===== config.mk =====
export PLATFORM = sky130hd
export DESIGN_NAME = u64alu_front
export DESIGN_NICKNAME = d
export VERILOG_FILES = /design/src/design/u64alu_pkg.sv /design/src/design/u64alu_front.sv
export SDC_FILE = /design/constraint.sdc
export NUM_CORES = 1
export LEC_CHECK = 0
export ABC_AREA = 1
export BUFFER_PORTS_ARGS = -buffer_cell sky130_fd_sc_hd__buf_2
export CORE_AREA = 2 2 110 112
export DETAILED_ROUTE_END_ITERATION = 8
export DIE_AREA = 0 0 112 114
export SETUP_SLACK_MARGIN = 0.5
export SLEW_MARGIN = 20
export SYNTH_ARGS = -nofsm -noshare
export SYNTH_HDL_FRONTEND = slang
export SYNTH_SLANG_ARGS = --single-unit
export TNS_END_PERCENT = 5

===== constraint.sdc =====
create_clock -name vclk -period 0.8
set_clock_uncertainty 0.1 [all_clocks]
set_input_delay 0 -clock vclk [all_inputs]
set_output_delay 0 -clock vclk [all_outputs]
set_load 0.02 [all_outputs]

===== src/design/u64alu_pkg.sv =====
// types and constants shared by the 64-bit alu
`default_nettype none
package u64alu_pkg;
  localparam logic [3:0] OP_ADD = 4'd0;
  localparam logic [3:0] OP_SUB = 4'd1;
  localparam logic [3:0] OP_MUL = 4'd2;
  localparam logic [3:0] OP_DIV = 4'd3;
  localparam logic [3:0] OP_REM = 4'd4;
  localparam logic [3:0] OP_EQ  = 4'd5;
  localparam logic [3:0] OP_GT  = 4'd6;
  localparam logic [3:0] OP_AND = 4'd7;
  localparam logic [3:0] OP_OR  = 4'd8;
  localparam logic [3:0] OP_XOR = 4'd9;
  localparam logic [3:0] OP_NOT = 4'd10;
  localparam logic [3:0] OP_SHL = 4'd11;
  localparam logic [3:0] OP_SHR = 4'd12;

  localparam int QDEPTH = 4;
  localparam int QAW    = 2;

  typedef struct packed {
    logic [3:0]  action;
    logic [63:0] a_value;
    logic [63:0] b_value;
    logic [7:0]  shift_amount;
  } in_t;

  typedef struct packed {
    logic [63:0] result_value;
    logic        error_flag;
  } out_t;

  typedef enum logic [1:0] {
    CLS_SIMPLE = 2'd0,
    CLS_MUL    = 2'd1,
    CLS_DIV    = 2'd2,
    CLS_DZERO  = 2'd3
  } cls_t;

  typedef struct packed {
    cls_t cls;
    in_t  item;
  } qent_t;
endpackage
`default_nettype wire


===== src/design/u64alu_front.sv =====
// front end: sorts each incoming word by the unit that will execute it
`default_nettype none
module u64alu_front (
  input  u64alu_pkg::in_t   in_data,
  output u64alu_pkg::qent_t ent
);
  always_comb begin
    ent.item = in_data;
    unique case (in_data.action) inside
      u64alu_pkg::OP_MUL: begin
        ent.cls = u64alu_pkg::CLS_MUL;
      end
      u64alu_pkg::OP_DIV, u64alu_pkg::OP_REM: begin
        ent.cls = (in_data.b_value == 64'd0) ? u64alu_pkg::CLS_DZERO : u64alu_pkg::CLS_DIV;
      end
      default: begin
        ent.cls = u64alu_pkg::CLS_SIMPLE;
      end
    endcase
  end
endmodule
`default_nettype wire


; ---- Yosys cells after proc, flatten, opt, wreduce, memory -nomap -nowiden
; Cells that the tools add are included.
[totals]
register_bits = 0
inputBits = 140
elab_cells = 7
[op_classes]
n_eq_ne = 3
n_mux = 2
n_reduce_logical = 2
[op_table]
columns = cell, count
row1 = 64-bit logical NOT, 1
row2 = 4-bit by 2-bit equality test with 1-bit output (second input constant), 2
row3 = 4-bit by 3-bit equality test with 1-bit output (second input constant), 1
row4 = 2-bit case mux with 2 select lines, 1
row5 = 2-bit OR reduction, 1
row6 = 1-bit two-way mux, 1

; ---- Longest topological paths before layout
[depth]
depth_word = 3
ltp_mapped = 7
depth_no_buf = 7

; ---- Worst setup path after synthesis
; Ideal clock, no wire load.
[synth_path]
path_type = input to output
start = input in_data[55] in the netlist's numbering
end = output ent[140] in the netlist's numbering
arrival_ns = 0.576
slack_ns = 0.124
stages = 7
n_path_buf = 0
cell_sequence = nor2_1 nand2_1 nor2_1 nand2_1 nor2_1 nand3_1 nand2_1
[synth_lines]
columns = element, line
row1 = from (decl), u64alu_front.sv:4  ; input u64alu_pkg::in_t in_data,
row2 = to (decl), u64alu_front.sv:5  ; output u64alu_pkg::qent_t ent

==> results.cfg <==
[status]
run_status = complete, but fails checks
failed_checks = negative hold slack, negative setup slack

[layout]
final-seq-area_um2 = 0
multi_input_area_um2 = 322.8
seq_cells = 0
drive_above_1_share_pct = 77.98
final_design_area_no_fill_mm2 = 0.002271
diodes = 0
design.final.nets = 360
fillers = 1249
synthToLayoutAreaGrowth_pct = 72.36
clock_buffer_count = 0
fin_util_pct = 19.39

[pwr]
power.switching_fraction_pct = 40.08
power.share.sequential_pct = 0
power_density_mw_per_mm2 = 577.2
leakage_component_of_the_power_nw = 1.045
net-switching-power_mw = 0.5254
pwr-share-clk_pct = 0
p_int_mw = 0.7854
vdd_drop_max_v = 0.0002395
comb_power_share_pct = 100.0

[global_routing]
number_of_global_route_vias_before_repair = 1198
grt_first_pass_wirelength_um = 7017
grt_util_all_layers_pct = 7.063
grt_start_max_net_pins = 5
grt-ovfl-total = 0
number_of_antenna_violations_at_the_first_check_in_global_routing = 0

[worst_setup_path]
setup.worst_path.class = primary input to primary output
critical_path.startpoint_type = primary input
cp_cell_sequence = buf_8, nor2_4, nand2_2, nor2_4, nand2_2, nor2_2, nand3_1, nand2_2, buf_6
setup.worst_path.end_class = primary output
critical_path_arrival_ps = 850
worst-path-max-fanout = 2
required_ps = 700
cpLargestDelayFamily = simple AND/OR/NAND/NOR gates
crit_cells = 9
delay_contributed_by_the_slowest_stage_of_the_critical_path_ps = 140
crit_top_cell = sky130_fd_sc_hd__nand2_2
crit_slowest_cell = sky130_fd_sc_hd__nor2_4
critical_path.n_buffers_inverters = 2

[logic_synthesis]
yosys.area_share.adder_pct = 0
synthDistinctLibCells = 9
muxShareOfSynthArea_pct = 0
synth_nets = 348
synth_xor_area_share_pct = 0
synth-compound-area-share_pct = 0.7597
gate_count_after_technology_mapping = 208
synthesis.yosys.warnings = 0
synth_simple_gate_area_share_pct = 18.61
synth_area_mm2 = 0.001318
synth.yosys.seq_area_share_pct = 0
syn-mean-instance-area_um2 = 6.334
dominant_combinational_cell_family_by_area_after_synthesis = buffers and inverters

[sta]
fin_crit_sh_pct = 118.5
final_hold_viol_count = 72
count_of_endpoints_failing_setup_in_the_final_report = 1
postLayoutSetupSlackWorst_ps = -148.1
holdWs_ps = -99.99
final-max-slew-violation-count = 0
timing.fmax_ghz = 1.055
max_slew_margin_pct = 88.68
setup_repair_after_global_routing_missed_its_margin = true
final.min_clock_period_ps = 948.1
worstMarginPinSlew_ps = 169.2

[hold_path]
worstHoldEndpoint = ent[104]
launch_point_of_the_worst_hold_path = in_data[104]
worstHoldPathCells = 0
min-delay-path-class = primary input to primary output

[detailed_routing]
detail-route-antenna-nets = 0
drt_iter0_drc = 14
routed_wire_length_per_instance_um = 14.55
detail_route.first_pass.iterations = 4
wirelength_um = 5310
vias_per_cell = 3.227
drt_drc_violations_left = 0
route.vias.total = 1178

[floorplanning]
die-height_um = 114
initial_core_utilization_pct = 11.25
row_count = 40
dieWidth_um = 112
dieArea_mm2 = 0.01277
count_of_boundary_i_o_pins = 282
core_area_mm2 = 0.01171

[flow_run]
cap_viol_max_count = 0

[place]
gpl.final_weighted_congestion = 0.6868
detailed_place_hpwl_um = 3856
buffer_ports.inserted = 138
placedInstanceArea_mm2 = 0.001226
[worst max path at each step]
stage | from | endpoint
after floorplan | in_data[55] | ent[140]
after global placement | in_data[23] | ent[140]
after detailed placement | in_data[23] | ent[140]
after CTS | in_data[12] | ent[140]
after global routing | in_data[21] | ent[140]
final | in_data[25] | ent[140]
[metal layers]
metal | GRT usage [%] | wire [um]
met1 | 4.038 | 1019
met2 | 15.88 | 3059
met5 | 0 | 0
met4 | 3.089 | 239
met3 | 4.038 | 991
[cells in the final DEF (no fill, tap or decap)]
cell,Yosys,routed
sky130_fd_sc_hd__nor2_1,41,30
sky130_fd_sc_hd__inv_4,0,1
sky130_fd_sc_hd__nor2_2,0,8
sky130_fd_sc_hd__nor2_4,0,3
sky130_fd_sc_hd__nand2_4,0,1
sky130_fd_sc_hd__or3_1,1,1
sky130_fd_sc_hd__buf_6,0,135
sky130_fd_sc_hd__nand4_1,2,2
sky130_fd_sc_hd__inv_6,0,1
sky130_fd_sc_hd__nand2_1,18,13
sky130_fd_sc_hd__o21ai_2,0,1
sky130_fd_sc_hd__a21oi_2,0,1
sky130_fd_sc_hd__inv_1,3,1
sky130_fd_sc_hd__nand3_1,1,1
sky130_fd_sc_hd__nand2_2,0,4
sky130_fd_sc_hd__buf_8,0,15
[power groups by stage]
stage               combinational, mW  clock, mW  sequential [mW]
floorplan                        1.08          0                0
global placement                0.728          0                0
detailed placement              0.727          0                0
CTS                              1.20          0                0
global route                     1.37          0                0
finish                           1.31          0                0
[stage by stage]
| step | std cells | setup WS [ps] | setup TNS (ps) | hold WS (ps) | power (mW) |
|---|---|---|---|---|---|
| after floorplan | 208 | 153.2 | 0 | 12.59 | 1.083 |
| after global placement | 364 | -341.8 | -388.8 | -99.86 | 0.7282 |
| after detailed placement | 364 | -358.2 | -415.9 | -99.86 | 0.7269 |
| after CTS | 364 | -221.3 | -221.3 | -99.86 | 1.204 |
| after global routing | 365 | -246.8 | -246.8 | -99.97 | 1.372 |
| final | 365 | -148.1 | -148.1 | -99.99 | 1.311 |
[cell usage after synthesis (all sizes together)]
master	count	area, um^2
a21oi	1	5.000
buf	140	1051
inv	3	11.26
nand2	18	67.56
nand3	1	5.000
nand4	2	12.51
nor2	41	153.9
o21ai	1	5.000
or3	1	6.260
[cells by family (layout without fill, tap and decap cells)]
| logic type | Yosys count | in the layout |
|---|---|---|
| buf+inv | 143 | 153 |
| simple gates | 63 | 63 |
| compound gates | 2 | 2 |
[repair_timing]
action / 4_1_cts / 5_1_grt
pin swaps: 15 / 14
setup buffers: 0 / 1
endpoints found under the setup margin: 70 / 70
hold endpoints to repair: 72 / 72
gates resized for setup: 223 / 41
[area by class of cell]
class              count  area share [%]
inverters              3          0.8264
multi-input cells     65           14.21
repair buffers       150           76.86
well taps            147           8.099
Note: power is estimated with default switching activity, not from simulation.
