===== src/design/u64alu_pkg.sv =====
// types and constants shared by the 64-bit alu
`default_nettype none
package u64alu_pkg;
  localparam logic [3:0] OP_ADD = 4'd0;
  localparam logic [3:0] OP_SUB = 4'd1;
  localparam logic [3:0] OP_MUL = 4'd2;
  localparam logic [3:0] OP_DIV = 4'd3;
  localparam logic [3:0] OP_REM = 4'd4;
  localparam logic [3:0] OP_EQ  = 4'd5;
  localparam logic [3:0] OP_GT  = 4'd6;
  localparam logic [3:0] OP_AND = 4'd7;
  localparam logic [3:0] OP_OR  = 4'd8;
  localparam logic [3:0] OP_XOR = 4'd9;
  localparam logic [3:0] OP_NOT = 4'd10;
  localparam logic [3:0] OP_SHL = 4'd11;
  localparam logic [3:0] OP_SHR = 4'd12;

  localparam int QDEPTH = 4;
  localparam int QAW    = 2;

  typedef struct packed {
    logic [3:0]  action;
    logic [63:0] a_value;
    logic [63:0] b_value;
    logic [7:0]  shift_amount;
  } in_t;

  typedef struct packed {
    logic [63:0] result_value;
    logic        error_flag;
  } out_t;

  typedef enum logic [1:0] {
    CLS_SIMPLE = 2'd0,
    CLS_MUL    = 2'd1,
    CLS_DIV    = 2'd2,
    CLS_DZERO  = 2'd3
  } cls_t;

  typedef struct packed {
    cls_t cls;
    in_t  item;
  } qent_t;
endpackage
`default_nettype wire


===== src/design/u64alu_queue.sv =====
// short queue between front and back ends
`default_nettype none
module u64alu_queue (
  input  logic              clk,
  input  logic              rst_n,
  input  logic              push,
  input  u64alu_pkg::qent_t wdata,
  output logic              full,
  input  logic              pop,
  output u64alu_pkg::qent_t rdata,
  output logic              empty
);
  u64alu_pkg::qent_t           mem_r [u64alu_pkg::QDEPTH];
  logic [u64alu_pkg::QAW-1:0]  wr_ptr_r;
  logic [u64alu_pkg::QAW-1:0]  rd_ptr_r;
  logic [u64alu_pkg::QAW:0]    cnt_r;
  logic                        do_push;
  logic                        do_pop;

  assign full    = (cnt_r == (u64alu_pkg::QAW+1)'(u64alu_pkg::QDEPTH));
  assign empty   = (cnt_r == '0);
  assign do_push = push && !full;
  assign do_pop  = pop && !empty;
  assign rdata   = mem_r[rd_ptr_r];

  always_ff @(posedge clk) begin
    if (do_push) begin
      mem_r[wr_ptr_r] <= wdata;
    end
  end

  always_ff @(posedge clk) begin
    if (!rst_n) begin
      wr_ptr_r <= '0;
      rd_ptr_r <= '0;
      cnt_r    <= '0;
    end else begin
      if (do_push) begin
        wr_ptr_r <= wr_ptr_r + 1'b1;
      end
      if (do_pop) begin
        rd_ptr_r <= rd_ptr_r + 1'b1;
      end
      if (do_push && !do_pop) begin
        cnt_r <= cnt_r + 1'b1;
      end else if (do_pop && !do_push) begin
        cnt_r <= cnt_r - 1'b1;
      end
    end
  end
endmodule
`default_nettype wire


===== config.mk =====
export PLATFORM = sky130hd
export DESIGN_NAME = u64alu_queue
export DESIGN_NICKNAME = d
export VERILOG_FILES = /design/src/design/u64alu_pkg.sv /design/src/design/u64alu_queue.sv
export SDC_FILE = /design/constraint.sdc
export NUM_CORES = 1
export LEC_CHECK = 0
export BUFFER_PORTS_ARGS = -buffer_cell sky130_fd_sc_hd__buf_4
export CELL_PAD_IN_SITES_DETAIL_PLACEMENT = 0
export CELL_PAD_IN_SITES_GLOBAL_PLACEMENT = 1
export CORE_MARGIN = 3
export CORE_UTILIZATION = 40
export DETAILED_ROUTE_END_ITERATION = 8
export GPL_TIMING_DRIVEN = 0
export PLACE_DENSITY = 0.74
export SLEW_MARGIN = 5
export SYNTH_ARGS = -nofsm -noshare
export SYNTH_HDL_FRONTEND = slang
export SYNTH_SLANG_ARGS = --single-unit

===== constraint.sdc =====
create_clock -name clk -period 4.6 [get_ports clk]
set_clock_uncertainty 0.05 [all_clocks]
set_input_delay 0 -clock clk [delete_from_list [all_inputs] [get_ports clk]]
set_output_delay 0 -clock clk [all_outputs]
set_load 0.02 [all_outputs]

# ---- Word-level counts from Yosys, hierarchy flattened
# Memories as Yosys holds them, arrays and structs flattened. A register that Yosys moved wholly into a read port is not among the register bits.
# Index checks and enable logic that the tools add are counted.
dict set report classes {
  reduce_logical 10
  eq_ne 1
  add_sub_neg 4
  mux 6
}
# cell n
set ops {}
lappend ops {{$mux 3} 2}
lappend ops {{$add 2x1->2 const B} 2}
lappend ops {{$logic_and 1x1->1} 4}
lappend ops {{$logic_not 1->1} 4}
lappend ops {{$mux 2} 2}
lappend ops {{$add 3x1->3 const B} 1}
lappend ops {{$eq 3x3->1 const B} 1}
lappend ops {{$logic_not 3->1} 1}
lappend ops {{$sub 3x1->3 const B} 1}
lappend ops {{$mux 1} 2}
lappend ops {{$reduce_bool 2->1} 1}
dict set report word_totals {
  input_bits 146
  n_memories 1
  regBits 7
  mem_bits_rw 568
}
# name depth word_bits read_ports rd_clocked_by_memory_dff write_ports line
set memory_table {}
lappend memory_table {mem_r 4 142 1 1 1 u64alu_queue.sv:13} ;# u64alu_pkg::qent_t mem_r [u64alu_pkg::QDEPTH];

# ---- Longest topological paths before layout
dict set report depth {
  ltp_word 7
  depth_mapped 9
  mapped_depth_nobuf 8
}

# ---- Worst setup path before layout
# OpenSTA, ideal clock, no wires.
dict set report synth_timing {
  path_type {register to register}
  startpoint {register cnt_r[0] in the netlist's numbering}
  endpoint {memory mem_r[2][0] in the netlist's numbering (enable)}
  path_slack_ns -0.208
  setup_ns 0.518
  t_arrival_ns 4.239
  stages_incl_launch_ff 5
  path_cell_list {dfxtp_1 -> nor3b_1 -> nor2b_1 -> clkbuf_1 -> and2_1}
}
dict set report synth_between {
  elab_chain_cells 5
}
# item line
set synth_lines {}
lappend synth_lines {{from (decl)} u64alu_queue.sv:16} ;# logic [u64alu_pkg::QAW:0] cnt_r;
lappend synth_lines {{from (signal assigned)} u64alu_queue.sv:45} ;# cnt_r <= cnt_r + 1'b1;
lappend synth_lines {{from (signal assigned)} u64alu_queue.sv:47} ;# cnt_r <= cnt_r - 1'b1;
lappend synth_lines {{$eq 3x3->1} u64alu_queue.sv:20} ;# assign full = (cnt_r == (u64alu_pkg::QAW+1)'(u64alu_pkg::QDEPTH));
lappend synth_lines {{named net full} u64alu_queue.sv:8} ;# output logic full,
lappend synth_lines {{$logic_not 1->1} u64alu_queue.sv:22} ;# assign do_push = push && !full;
lappend synth_lines {{$logic_and 1x1->1} u64alu_queue.sv:22}
lappend synth_lines {{named net do_push} u64alu_queue.sv:17} ;# logic do_push;
lappend synth_lines {{$mux 1} u64alu_queue.sv:27} ;# if (do_push) begin
lappend synth_lines {{$mux 1 (not written as such)} u64alu_queue.sv:28} ;# mem_r[wr_ptr_r] <= wdata;
lappend synth_lines {{to (decl)} u64alu_queue.sv:13}
# The timed path passes the listed nets, and every way through them passes these cells.

# ---- Worst setup path in the final report
dict set report layout_timing {
  startpoint {register cnt_r[0] in the netlist's numbering}
  endpoint {memory mem_r[0][56] in the netlist's numbering (enable)}
}
dict set report layout_between {
  elab_chain_cells 5
}
# item line
set layout_lines {}
lappend layout_lines {{$eq 3x3->1} u64alu_queue.sv:20}
lappend layout_lines {{$logic_not 1->1} u64alu_queue.sv:22}
lappend layout_lines {{$logic_and 1x1->1} u64alu_queue.sv:22}
lappend layout_lines {{named net do_push} u64alu_queue.sv:17}
lappend layout_lines {{$mux 1} u64alu_queue.sv:27}
lappend layout_lines {{$mux 1 (not written as such)} u64alu_queue.sv:28}
# The timed path passes the listed nets, and every way through them passes these cells.

==> results by group <==
Run status
  • Status: completed

STA
  • Actual slew at the worst max-slew pin: 0.774 ns
  • Period minus WS final: 2.67 ns
  • Setup WS post-layout: 1.93 ns
  • Fmax: 375 MHz
  • Setup-failing EPs final: 0
  • Final Hold Fails: 0
  • Hold_ws: roughly 0.096 ns
  • Tcrit/Tclk final: 58.0%
  • Final Slew Violations: 0
  • Slew HR: about half
  • RSZ-0062 raised after global routing: no

Critical path
  • Top cell by count, worst path: buf_16
  • Req. time, crit path: around 4.8 ns
  • Crit path launch type: flop
  • Max stage delay cell, worst path: and2_4
  • WP data arrival: 2.89 ns
  • Max incr delay on CP: 0.62 ns
  • Max FO, Critical Path: 40
  • Critical path cell sequence: nor3b_1 > nor2b_1 > clkbuf_1 > and2_4 > buf_16 > buf_16
  • Critical path class: reg2reg
  • Crit path capture type: flop

GRT
  • Grt met1 use: 20.5%
  • Met2 Use GR: 25.7%
  • Vias in the first global route: 11.2k
  • Initial antenna violation count: 5
  • First-pass GRT wire length: 67100 microns
  • Met3 Track Usage GR: 5.29%
  • GRT Overall Usage: 15.7%
  • Grt ovf: 0
  • Most Crowded Layer GR: met2
  • Largest net degree at the start of global routing: 44

Flow run
  • Maxcap violations: 0

Clock tree
  • Num Clock Sinks: 577
  • Inserted Clock Buffers: 58
  • Post_cts resized: 0
  • CTS tree: done
  • Reg clk slew, reported paths: 0.06 ns
  • Clock latency on the worst-skew pair: between 0.5 and 0.6 ns
  • H-tree Lvls: 2
  • Clock Tree Root: clkbuf_16
  • Post-CTS Repair Setup Buffers: 0
  • Buffer depth of the longest clock path: 3

Floorplanning
  • Cell Rows: 83
  • Core area: 51500 sq um
  • Die area: approximately 55000 sq um
  • Num ports: 290
  • Chip height: 235 microns
  • Initial Utilization: 40.7%
  • Die outline width: 235 microns

Logic synthesis
  • Yosys reg bits: slightly below 600
  • Synth Area per Inst: 26.5 sq um
  • Post-synthesis sequential area ratio: 82.3%
  • Post-synth EDFFs: between 500 and 600
  • Async SR Flop Fraction: 0%
  • Most used flip-flop cell after synthesis: edfxtp_1
  • Synth Net Count: 942
  • Cell variety after synth: 22
  • Synthesized instance count: a little under 800
  • YS warnings: 0
  • Syn Std Cell Area: 20900 sq um

Detailed routing
  • Vias per cell: 4.94
  • Detail Route Antenna Nets: 0
  • 1st-iter DRT viols: 585
  • Drt drc: 0
  • Routed len/inst: 21.1 microns
  • DR vias: ~10k
  • Final wirelength: ~43000 microns
  • 1st-pass router iterations: 4

Final layout
  • Layout area overhead: 32.2%
  • Nets: 1448
  • Most common cell after layout, fill and taps aside: edfxtp_1
  • Layout cells sized above 1: around two fifths
  • Fill count: 3946
  • Most frequent cells in the layout: 568 x edfxtp_1, 288 x buf_4, 146 x dlygate4sd3_1
  • Finished Cell Area: 27700 sq um

Placed design
  • Gpl congestion: 0.671
  • Pre-CTS setup slack: 1.89 ns
  • Hpwl dp: 26700 microns
  • Port bufs: 288
  • Placed inst area: 24300 sq um

Hold path
  • Hold Crit Class: in2reg

Pwr
  • Lkg Pwr: 9.40 nW
  • Maximum vdd ir drop: between 0.3 and 0.4 mV
  • Cell Pwr Density: 561 nW/um^2
-- cells in the mapped netlist, types with 2 or more instances --
library cell / n / area share (%)
dfxtp_1: 9 / 0.86
nor2b_1: 2 / 0.060
edfxtp_1: 568 / 81
xnor2_1: 3 / 0.13
buf_2: 16 / 0.38
and2_1: 8 / 0.24
inv_1: 3 / 0.054
clkbuf_1: 8 / 0.14
ha_1: 5 / 0.30
nand2_1: 4 / 0.072
buf_6: 10 / 0.54
mux4_2: 142 / 15
mux2i_1: 3 / 0.14
-- logic make-up (layout without fill, tap and decap cells) --
family                     after synthesis  in the layout  synth area share [%]
DFF                                    577            577                  82.3
xor gates and xnor gates                 4              4                 0.167
AOI/OAI and AO/OA                        4              4                 0.137
buffers and inverters                   37            590                  1.12
and+or+nand+nor                         17             17                 0.460
muxes                                  145            145                  15.4
other                                    0              4                     0
adders and majority gates                6              6                 0.394
-- metal layers --
layer  vias up  share of wire (%)
met5         -              0.030
met4         2                2.0
met3        71                7.7
met2       304                 49
met1      5191                 41
li1       4442                  -
-- path summary, 6_finish.rpt --
path / slack [ns] / to / from / depth (start not counted)
min: 0.1 / mem_r[3][130] / wdata[130] / 2
max reg2reg: 1.93 / mem_r[0][56] / cnt_r[0] / 6
max: 1.93 / mem_r[0][56] / cnt_r[0] / 6
min reg2reg: 0.45 / wr_ptr_r[1] / wr_ptr_r[1] / 2
-- stage by stage --
| step | instances | total power [mW] | utilization, % | setup TNS (ns) |
|---|---|---|---|---|
| global route | 2025 | 16.2 | 53.8 | 0 |
| global placement | 1758 | 10.9 | 46.5 | -121.70 |
| finish | 2027 | 15.5 | 53.8 | 0 |
| floorplan | 790 | 9.18 | - | 0 |
| detailed placement | 1770 | 10.9 | 47.1 | 0 |
| CTS | 2023 | 15.8 | 53.7 | 0 |
-- critical path, delay by kind of cell, from the launching register on --
family / cells / cell delay, ns
DFF: 1 / 0.47
buffers and inverters: 3 / 0.90
and+or+nand+nor: 3 / 0.86
-- state kept, by name, indices dropped and copies added, names as in the netlist, named ones only --
signal,cells
mem_r,568
rd_ptr_r,2
wr_ptr_r,2
cnt_r,3
-- area by class of cell --
type | instances | area (sq um) | area share (%)
Sequential cell | 577 | 17200 | 62.2
Timing Repair Buffer | 446 | 3940 | 14.2
Multi-Input combinational cell | 176 | 3480 | 12.6
Clock buffer | 78 | 1680 | 6.07
Tap cell | 680 | 851 | 3.07
Clock inverter | 29 | 262 | 0.944
Buffer | 34 | 223 | 0.804
Inverter | 3 | 11.3 | 0.0407
Antenna cell | 4 | 10.0 | 0.0361
-- timing repair --
item | in CTS | in global routing
endpoints found under the setup margin | 0 | 0
hold buffers | 146 | 0
endpoints found under the hold margin | 577 | 0
-- report_power, final --
group | switching (mW) | internal (mW) | total [mW]
Combinational | 2.29 | 2.05 | 4.34
Clock | 1.88 | 2.82 | 4.70
Sequential | 0.120 | 6.38 | 6.49
Note: power is estimated with default switching activity, not from simulation.
